$ cat src/design/assert_macros.svh
// Assertion helpers for the files that check their own logic.
`ifndef ASSERT_MACROS_SVH
`define ASSERT_MACROS_SVH

// Clocked property, disabled while reset is asserted.
`define ASSERT_CLK(label, prop, msg) \
    label: assert property (@(posedge aclk) disable iff (!aresetn) prop) else $error(msg);

// Condition that must never be true at a clock edge.
`define ASSERT_NEVER(label, cond, msg) \
    `ASSERT_CLK(label, !(cond), msg)

`endif

$ cat src/design/rrd_pkg.sv
`timescale 1ns / 1ps
package rrd_pkg;

    localparam int ADDR_W      = 3;
    localparam int QUEUE_DEPTH = 2;

    // Register indexes, selected by paddr[2].
    localparam logic REG_COLUMN_COUNT = 1'b0;
    localparam logic REG_COLUMN_TYPES = 1'b1;

    // Column type codes; the remaining codes are decoded as BOOL.
    localparam logic [1:0] TYPE_INT     = 2'd0;
    localparam logic [1:0] TYPE_VARCHAR = 2'd1;

    // Result kinds.
    localparam logic [1:0] KIND_INT  = 2'd0;
    localparam logic [1:0] KIND_BOOL = 2'd1;
    localparam logic [1:0] KIND_LEN  = 2'd2;
    localparam logic [1:0] KIND_CHAR = 2'd3;

    typedef enum logic [1:0] {
        PH_BITMAP = 2'd0,
        PH_FIELD  = 2'd1,
        PH_CHARS  = 2'd2,
        PH_SKIP   = 2'd3
    } phase_t;

    typedef struct packed {
        logic [4:0]  column_count;
        logic [31:0] column_types;
    } rrd_cfg_t;

    typedef struct packed {
        logic [3:0]  column_index;
        logic [1:0]  kind;
        logic        is_null;
        logic [31:0] value;
        logic        last_of_row;
    } rrd_item_t;

    typedef struct packed {
        phase_t     phase;
        logic [3:0] column;
    } rrd_parse_status_t;

    typedef struct packed {
        logic [1:0] count;
    } rrd_queue_status_t;

endpackage

$ cat src/design/rrd_cfg.sv
`timescale 1ns / 1ps
module rrd_cfg (
    input  logic                       aclk,
    input  logic                       aresetn,
    input  logic                       psel,
    input  logic                       penable,
    input  logic                       pwrite,
    input  logic [rrd_pkg::ADDR_W-1:0] paddr,
    input  logic [31:0]                pwdata,
    output logic [31:0]                prdata,
    output logic                       pready,
    output rrd_pkg::rrd_cfg_t          cfg
);
    import rrd_pkg::*;

    logic [4:0]  column_count_reg;
    logic [31:0] column_types_reg;
    logic        wr_en;

    assign pready = 1'b1;
    assign wr_en  = psel && penable && pwrite && pready;

    always_ff @(posedge aclk) begin
        if (!aresetn) begin
            column_count_reg <= 5'd1;
            column_types_reg <= 32'd0;
        end else if (wr_en) begin
            unique case (paddr[2])
                REG_COLUMN_COUNT: column_count_reg <= pwdata[4:0];
                REG_COLUMN_TYPES: column_types_reg <= pwdata;
                default:          column_count_reg <= column_count_reg;
            endcase
        end
    end

    always_comb begin
        unique case (paddr[2])
            REG_COLUMN_COUNT: prdata = {27'd0, column_count_reg};
            REG_COLUMN_TYPES: prdata = column_types_reg;
            default:          prdata = 32'd0;
        endcase
    end

    assign cfg.column_count = column_count_reg;
    assign cfg.column_types = column_types_reg;

endmodule

$ cat src/design/rrd_parser.sv
`timescale 1ns / 1ps
module rrd_parser #(
    parameter int MAX_COLUMNS = 16
) (
    input  logic                       aclk,
    input  logic                       aresetn,
    input  rrd_pkg::rrd_cfg_t          cfg,
    input  logic                       accept,
    input  logic [7:0]                 data_byte,
    input  logic                       row_start,
    output logic                       push,
    output rrd_pkg::rrd_item_t         item,
    output rrd_pkg::rrd_parse_status_t status
);
    import rrd_pkg::*;

    localparam int EFF_MAX = (MAX_COLUMNS < 16) ? MAX_COLUMNS : 16;

    phase_t      phase_reg, phase_next;
    logic [15:0] null_bits_reg, null_bits_next;
    logic        bm_idx_reg, bm_idx_next;
    logic [3:0]  column_reg, column_next;
    logic [1:0]  fbc_reg, fbc_next;
    logic [31:0] value_reg, value_next;
    logic [15:0] chars_reg, chars_next;

    phase_t      ph;
    logic        bm_idx;
    logic [4:0]  eff_cols;
    logic        is_null;
    logic [1:0]  col_type;
    logic [31:0] int_value;
    logic [15:0] len;
    logic [15:0] chars_dec;
    logic        last;
    logic        do_end;
    logic        do_mid;

    always_comb begin
        if (cfg.column_count == 5'd0) begin
            eff_cols = 5'd1;
        end else if (cfg.column_count > 5'(EFF_MAX)) begin
            eff_cols = 5'(EFF_MAX);
        end else begin
            eff_cols = cfg.column_count;
        end
    end

    // A row start drops whatever partial row is in progress.
    assign ph     = row_start ? PH_BITMAP : phase_reg;
    assign bm_idx = row_start ? 1'b0 : bm_idx_reg;

    assign is_null   = null_bits_reg[column_reg];
    assign col_type  = cfg.column_types[{column_reg, 1'b0} +: 2];
    assign int_value = value_reg | ({24'd0, data_byte} << {fbc_reg, 3'b000});
    assign len       = {data_byte, value_reg[7:0]};
    assign chars_dec = chars_reg - 16'd1;
    assign last      = ({1'b0, column_reg} + 5'd1) >= eff_cols;

    always_comb begin
        phase_next     = phase_reg;
        null_bits_next = null_bits_reg;
        bm_idx_next    = bm_idx_reg;
        column_next    = column_reg;
        fbc_next       = fbc_reg;
        value_next     = value_reg;
        chars_next     = chars_reg;
        do_end         = 1'b0;
        do_mid         = 1'b0;
        item.column_index = column_reg;
        item.kind         = KIND_INT;
        item.is_null      = 1'b0;
        item.value        = 32'd0;

        if (accept) begin
            unique case (ph)
                PH_BITMAP: begin
                    if (!bm_idx) begin
                        null_bits_next = {8'd0, data_byte};
                    end else begin
                        null_bits_next = {data_byte, null_bits_reg[7:0]};
                    end
                    // Up to eight columns fit in one bitmap byte.
                    if (bm_idx || eff_cols <= 5'd8) begin
                        phase_next  = PH_FIELD;
                        bm_idx_next = 1'b0;
                        column_next = 4'd0;
                        fbc_next    = 2'd0;
                        value_next  = 32'd0;
                    end else begin
                        phase_next  = PH_BITMAP;
                        bm_idx_next = 1'b1;
                    end
                end
                PH_CHARS: begin
                    chars_next = chars_dec;
                    item.kind  = KIND_CHAR;
                    item.value = {24'd0, data_byte};
                    if (chars_dec == 16'd0) begin
                        do_end = 1'b1;
                    end else begin
                        do_mid = 1'b1;
                    end
                end
                PH_SKIP: begin
                    chars_next   = chars_dec;
                    item.kind    = KIND_LEN;
                    item.is_null = 1'b1;
                    do_end       = (chars_dec == 16'd0);
                end
                PH_FIELD: begin
                    if (col_type == TYPE_INT) begin
                        value_next   = int_value;
                        item.kind    = KIND_INT;
                        item.is_null = is_null;
                        item.value   = is_null ? 32'd0 : int_value;
                        if (fbc_reg == 2'd3) begin
                            do_end = 1'b1;
                        end else begin
                            fbc_next = fbc_reg + 2'd1;
                        end
                    end else if (col_type == TYPE_VARCHAR) begin
                        if (fbc_reg == 2'd0) begin
                            value_next = {24'd0, data_byte};
                            fbc_next   = 2'd1;
                        end else begin
                            fbc_next     = 2'd0;
                            value_next   = 32'd0;
                            item.kind    = KIND_LEN;
                            item.is_null = is_null;
                            if (len == 16'd0) begin
                                do_end = 1'b1;
                            end else begin
                                chars_next = len;
                                if (is_null) begin
                                    phase_next = PH_SKIP;
                                end else begin
                                    phase_next = PH_CHARS;
                                    item.value = {16'd0, len};
                                    do_mid     = 1'b1;
                                end
                            end
                        end
                    end else begin
                        item.kind    = KIND_BOOL;
                        item.is_null = is_null;
                        item.value   = {31'd0, !is_null && (data_byte != 8'd0)};
                        do_end       = 1'b1;
                    end
                end
                default: phase_next = phase_reg;
            endcase

            // Closing a column moves to the next one or back to the bitmap.
            if (do_end) begin
                fbc_next   = 2'd0;
                value_next = 32'd0;
                chars_next = 16'd0;
                if (last) begin
                    phase_next  = PH_BITMAP;
                    bm_idx_next = 1'b0;
                    column_next = 4'd0;
                end else begin
                    phase_next  = PH_FIELD;
                    column_next = column_reg + 4'd1;
                end
            end
        end

        item.last_of_row = do_end && last;
        push = do_end || do_mid;
    end

    always_ff @(posedge aclk) begin
        if (!aresetn) begin
            phase_reg     <= PH_BITMAP;
            null_bits_reg <= 16'd0;
            bm_idx_reg    <= 1'b0;
            column_reg    <= 4'd0;
            fbc_reg       <= 2'd0;
            value_reg     <= 32'd0;
            chars_reg     <= 16'd0;
        end else begin
            phase_reg     <= phase_next;
            null_bits_reg <= null_bits_next;
            bm_idx_reg    <= bm_idx_next;
            column_reg    <= column_next;
            fbc_reg       <= fbc_next;
            value_reg     <= value_next;
            chars_reg     <= chars_next;
        end
    end

    assign status.phase  = phase_reg;
    assign status.column = column_reg;

endmodule

$ cat src/design/rrd_queue.sv
`timescale 1ns / 1ps
module rrd_queue (
    input  logic                       aclk,
    input  logic                       aresetn,
    input  logic                       push,
    input  rrd_pkg::rrd_item_t         push_item,
    output logic                       space,
    output logic                       m_valid,
    input  logic                       m_ready,
    output rrd_pkg::rrd_item_t         m_item,
    output rrd_pkg::rrd_queue_status_t status
);
    import rrd_pkg::*;

    rrd_item_t  entry_reg [QUEUE_DEPTH];
    logic       wr_ptr_reg, wr_ptr_next;
    logic       rd_ptr_reg, rd_ptr_next;
    logic [1:0] count_reg, count_next;
    logic       pop;

    assign m_valid = (count_reg != 2'd0);
    assign space   = (count_reg != 2'(QUEUE_DEPTH));
    assign pop     = m_valid && m_ready;
    assign m_item  = entry_reg[rd_ptr_reg];

    always_comb begin
        wr_ptr_next = push ? !wr_ptr_reg : wr_ptr_reg;
        rd_ptr_next = pop ? !rd_ptr_reg : rd_ptr_reg;
        count_next  = count_reg + {1'b0, push} - {1'b0, pop};
    end

    always_ff @(posedge aclk) begin
        if (push) begin
            entry_reg[wr_ptr_reg] <= push_item;
        end
    end

    always_ff @(posedge aclk) begin
        if (!aresetn) begin
            wr_ptr_reg <= 1'b0;
            rd_ptr_reg <= 1'b0;
            count_reg  <= 2'd0;
        end else begin
            wr_ptr_reg <= wr_ptr_next;
            rd_ptr_reg <= rd_ptr_next;
            count_reg  <= count_next;
        end
    end

    assign status.count = count_reg;

endmodule

$ cat src/design/row_record_deserializer_core.sv
`timescale 1ns / 1ps
`include "assert_macros.svh"
// Row record deserializer: decodes a serialized row stream (null bitmap, then INT, BOOL and
// VARCHAR fields by the configured column types) one byte per item and emits at most one
// result item per byte. A byte is accepted in every cycle while the two-entry result queue
// has room, so the sustained rate is one byte per cycle whenever the result side keeps up;
// each result is registered in the result queue before it reaches the outputs. The byte parser
// in front stalls whenever the result queue behind it is full.
module row_record_deserializer_core #(
    parameter int MAX_COLUMNS = 16
) (
    input  logic                       aclk,
    input  logic                       aresetn,
    input  logic                       psel,
    input  logic                       penable,
    input  logic                       pwrite,
    input  logic [rrd_pkg::ADDR_W-1:0] paddr,
    input  logic [31:0]                pwdata,
    output logic [31:0]                prdata,
    output logic                       pready,
    input  logic                       s_valid,
    output logic                       s_ready,
    input  logic [7:0]                 s_data_byte,
    input  logic                       s_row_start,
    output logic                       m_valid,
    input  logic                       m_ready,
    output logic [3:0]                 m_column_index,
    output logic [1:0]                 m_kind,
    output logic                       m_is_null,
    output logic [31:0]                m_value,
    output logic                       m_last_of_row
);
    import rrd_pkg::*;

    rrd_cfg_t          cfg;
    rrd_item_t         parse_item;
    rrd_item_t         out_item;
    rrd_parse_status_t parse_status;
    rrd_queue_status_t queue_status;
    logic              parse_push;
    logic              accept;

    assign accept = s_valid && s_ready;

    rrd_cfg u_cfg (
        .aclk    (aclk),
        .aresetn (aresetn),
        .psel    (psel),
        .penable (penable),
        .pwrite  (pwrite),
        .paddr   (paddr),
        .pwdata  (pwdata),
        .prdata  (prdata),
        .pready  (pready),
        .cfg     (cfg)
    );

    rrd_parser #(
        .MAX_COLUMNS (MAX_COLUMNS)
    ) u_parser (
        .aclk      (aclk),
        .aresetn   (aresetn),
        .cfg       (cfg),
        .accept    (accept),
        .data_byte (s_data_byte),
        .row_start (s_row_start),
        .push      (parse_push),
        .item      (parse_item),
        .status    (parse_status)
    );

    rrd_queue u_queue (
        .aclk      (aclk),
        .aresetn   (aresetn),
        .push      (parse_push),
        .push_item (parse_item),
        .space     (s_ready),
        .m_valid   (m_valid),
        .m_ready   (m_ready),
        .m_item    (out_item),
        .status    (queue_status)
    );

    assign m_column_index = out_item.column_index;
    assign m_kind         = out_item.kind;
    assign m_is_null      = out_item.is_null;
    assign m_value        = out_item.value;
    assign m_last_of_row  = out_item.last_of_row;

    `ASSERT_NEVER(a_no_overflow,
        parse_push && (queue_status.count == 2'(QUEUE_DEPTH)), "result queue overflow")
    `ASSERT_NEVER(a_push_needs_accept, parse_push && !accept, "result without an accepted item")
    `ASSERT_CLK(a_null_zero,
        parse_push && parse_item.is_null |-> parse_item.value == 32'd0,
        "null result with nonzero value")
    `ASSERT_CLK(a_row_wraps,
        parse_push && parse_item.last_of_row |=>
            (parse_status.phase == PH_BITMAP) && (parse_status.column == 4'd0),
        "row end did not return to bitmap")

endmodule
$ cat config.mk
export PLATFORM = sky130hd
export DESIGN_NAME = row_record_deserializer_core
export DESIGN_NICKNAME = d
export VERILOG_FILES = /design/src/design/rrd_pkg.sv /design/src/design/rrd_cfg.sv /design/src/design/rrd_parser.sv /design/src/design/rrd_queue.sv /design/src/design/row_record_deserializer_core.sv
export VERILOG_INCLUDE_DIRS = /design/src /design/src/design
export SDC_FILE = /design/constraint.sdc
export NUM_CORES = 1
export LEC_CHECK = 0
export BUFFER_PORTS_ARGS = -buffer_cell sky130_fd_sc_hd__buf_2
export CAP_MARGIN = 40
export CORE_UTILIZATION = 48
export CTS_BUF_LIST = sky130_fd_sc_hd__clkbuf_16
export DETAILED_ROUTE_END_ITERATION = 6
export PLACE_DENSITY = 0.68
export SLEW_MARGIN = 15
export SYNTH_ARGS = -nofsm -noshare
export SYNTH_HDL_FRONTEND = slang
export SYNTH_SLANG_ARGS = --single-unit
$ cat constraint.sdc
create_clock -name aclk -period 6.4 [get_ports aclk]
set_input_delay 0.32 -clock aclk [delete_from_list [all_inputs] [get_ports aclk]]
set_output_delay 0.32 -clock aclk [all_outputs]
set_load 0.01 [all_outputs]
==> results.toml <==
[clock_network]
clkLatencyLatePin_ns = 0.44
cts-root-buf = "clkbuf_16"
cts.sink_count = 195
cts_buffer_depth = 2
path_clk_slew_ns = 0.07
cts_resized = 0
post_cts_buffers = 0
cts_tree = "done"
cts_buffers = 17
cts_hold_buf = 0
h-tree-depth = 4

[worst_setup_path]
crit_slowest_cell = "nor2b_4"
start_kind = "flip-flop"
max_stage_delay_ns = 0.57
cp_cell_sequence = "inv_1 -> ha_1 -> nor3b_1 -> nand3_1 -> xnor2_1 -> or4_4 -> nor3_4 -> o21a_1 -> or2_2 -> nor2b_4 -> buf_16"
end_kind = "flip-flop"
crit-reg2reg-launch = "u_parser.chars_reg[0]"
required_ns = 6.54
path_buf_inv = 2
cp_top_family = "simple AND/OR/NAND/NOR gates"
worstSetupStartpoint = "u_parser.chars_reg[0]"
crit_type = "flip-flop to flip-flop"
cp_max_fo = 21
arrival_ns = 4.44

[yosys]
syn_area_per_cell_um2 = 10.04
synthArstFlopShare_pct = 0
yosys-mux-area-fraction_pct = 9.715
synth_area_um2 = 9557
synth_area_leaders = "edfxtp_1 25%, dfxtp_1 24%, mux2_2 5.5%"
syn_nets = 1020
yosysMostFrequentCell = "nand2_1"
synth-xor-area-share_pct = 1.283
synth-compound-area-share_pct = 14.01
synth_cells = 952
yosysTopAreaCell = "edfxtp_1"
yosys.area_share.simple_pct = 19.17
synth_ff_type = "dfxtp_1"
synth.top_cell.area_share_pct = 25.14
synth_cell_types = 74
ys_ff_latch = 195
synth_fa_ha_area_share_pct = 2.226
yosysWarningCount = 0
ys_top_cells_by_count = "135 x nand2_1, 115 x dfxtp_1, 82 x a21oi_1"
ys_seq_area_share_pct = 49.23
synth_top_family_by_area = "simple AND/OR/NAND/NOR gates"
synth_edf_count = 80

[floorplan]
rows = 51
start_util_pct = 49.10
die_w_um = 143.1
core_area_um2 = 19460
dieHeight_um = 143.1
dieArea_um2 = 20480
ioPinCount = 126

[power_and_ir_drop]
p_per_area_nw_per_um2 = 258.5
p_leak_nw = 4.119
ir_drop_uv = 194.8
power_mw = 2.847

[place]
gp_congestion = 0.9286
port_buffers = 122
dp_hpwl_mm = 15.62

[global_route]
grt_remaining_overflow = 0
antenna_found_initial = 1
grt_pass1_vias = 6729
grt_usage_pct = 22.57
grt_pass1_wl_mm = 35.69
grt_max_degree = 57

[drt]
routed_wl_mm = 22.46
drc = 0
ant_nets = 0
dr.pass1.iters = 5
vias_per_cell = 5.641
vias = 7424
wl_per_cell_um = 17.07
drt_iter0_drc = 500

[timing]
fin_crit_ns = 4.298
finalCritPeriodShare_pct = 67.16
setup_viol = 0
finalHoldViolCount = 0
slew_headroom_pct = 38.73
tns_ns = 0
tightest_slew_ns = 0.9156
finClkSkew_ns = 0.01171
maxSlewViolCount = 0
rsz0062_at_grt = "false"
fmax_ghz = 0.2327

[layout]
final_nets = 1106
syn_to_final_growth_pct = 15.24
diodes = 0
layout-drive-gt1-share_pct = 25.40
largest_reg_flops = 80

[worst_hold_path]
worstHoldStart = "pwdata[15]"
hold_class = "input port to flip-flop"

[outcome]
status = "complete, no violations"

[flow_run]
drv_cap = 0
[where the power goes]
part           internal [mW]  switching [mW]  leakage (nW)
combinational          0.185           0.263          2.19
clock                  0.557           0.512         0.295
sequential              1.31          0.0238          1.64
[layout by cell type (no fill, tap or decap), types with 4 or more instances in the layout]
| master | instances |
|---|---|
| a22o_1 | 11 |
| dfxtp_1 | 115 |
| a21oi_1 | 82 |
| buf_2 | 122 |
| buf_4 | 7 |
| nand2_1 | 135 |
| o41ai_2 | 4 |
| nor2_1 | 63 |
| a21o_1 | 6 |
| xnor2_1 | 9 |
| a31oi_1 | 26 |
| mux2i_1 | 16 |
| a221o_1 | 4 |
| inv_6 | 6 |
| o21ai_0 | 12 |
| nand2b_1 | 9 |
| edfxtp_1 | 80 |
| inv_1 | 22 |
| nand4_1 | 8 |
| nor3_2 | 21 |
| buf_16 | 4 |
| nor3_1 | 14 |
| nand3_1 | 30 |
| xor2_1 | 5 |
| and2_1 | 36 |
| ha_1 | 17 |
| mux2_2 | 47 |
| nor4_1 | 10 |
| clkbuf_16 | 17 |
| and3_1 | 4 |
| a22oi_1 | 7 |
| o41ai_1 | 4 |
| o22ai_1 | 11 |
| mux4_2 | 10 |
[metal layers]
layer	share of wire [%]	vias to the layer above	global-route usage [%]	wire length [um]
met5	0.058	-	0	13
met4	0.92	2	5.886	206
met2	47	205	36.28	10590
li1	-	3624	-	-
met3	4.8	20	4.225	1089
met1	47	3573	31.08	10560
[path summary, 6_finish.rpt]
kind	end	slack, ns	depth (start not counted)
max	u_queue.entry_reg[0][21]	2.10	11
min	u_cfg.column_types_reg[15]	0.11	3
max reg2reg	u_queue.entry_reg[0][21]	2.10	11
min reg2reg	u_parser.null_bits_reg[13]	0.45	2
[metrics by stage]
step                hold WS, ns  instances  setup slack (ns)  utilization, %  instance area (um2)
floorplan                0.4202        952             1.618               -                 9557
global placement         0.4363       1273             1.840           52.52                10220
detailed placement       0.4446       1281             2.065           53.34                10380
CTS                      0.1082       1313             2.046           56.41                10980
global route             0.1124       1316             1.907           56.59                11010
finish                   0.1146       1316             2.102           56.59                11010
[cell type report]
class | instances | area, um2
timing repair buffer | 138 | 840.8
sequential | 195 | 4705
fill | 1684 | 8449
multi-input combinational | 664 | 4456
clock buffer | 17 | 425.4
clock inverter | 15 | 172.7
inverter | 22 | 82.58
tap | 265 | 331.6
[worst reg2reg max path, cell delays in order, from the launching register on]
cell and delay, ns:
dfxtp_1 0.39, inv_1 0.09, ha_1 0.24, nor3b_1 0.54, nand3_1 0.34, xnor2_1 0.24, or4_4 0.56, nor3_4 0.33
o21a_1 0.28, or2_2 0.17, nor2b_4 0.57, buf_16 0.25
[kinds of logic (layout without fill, tap and decap cells)]
kind of cell,count (synthesis),count (layout)
flip-flops,195,195
AND/OR/NAND/NOR,358,358
buffers and inverters,93,192
AO/OA/AOI/OAI,200,200
other,1,1
multiplexers,74,74
adder cells (fa/ha/maj),17,17
XOR/XNOR,14,14
Note: power is estimated with default switching activity, not from simulation.
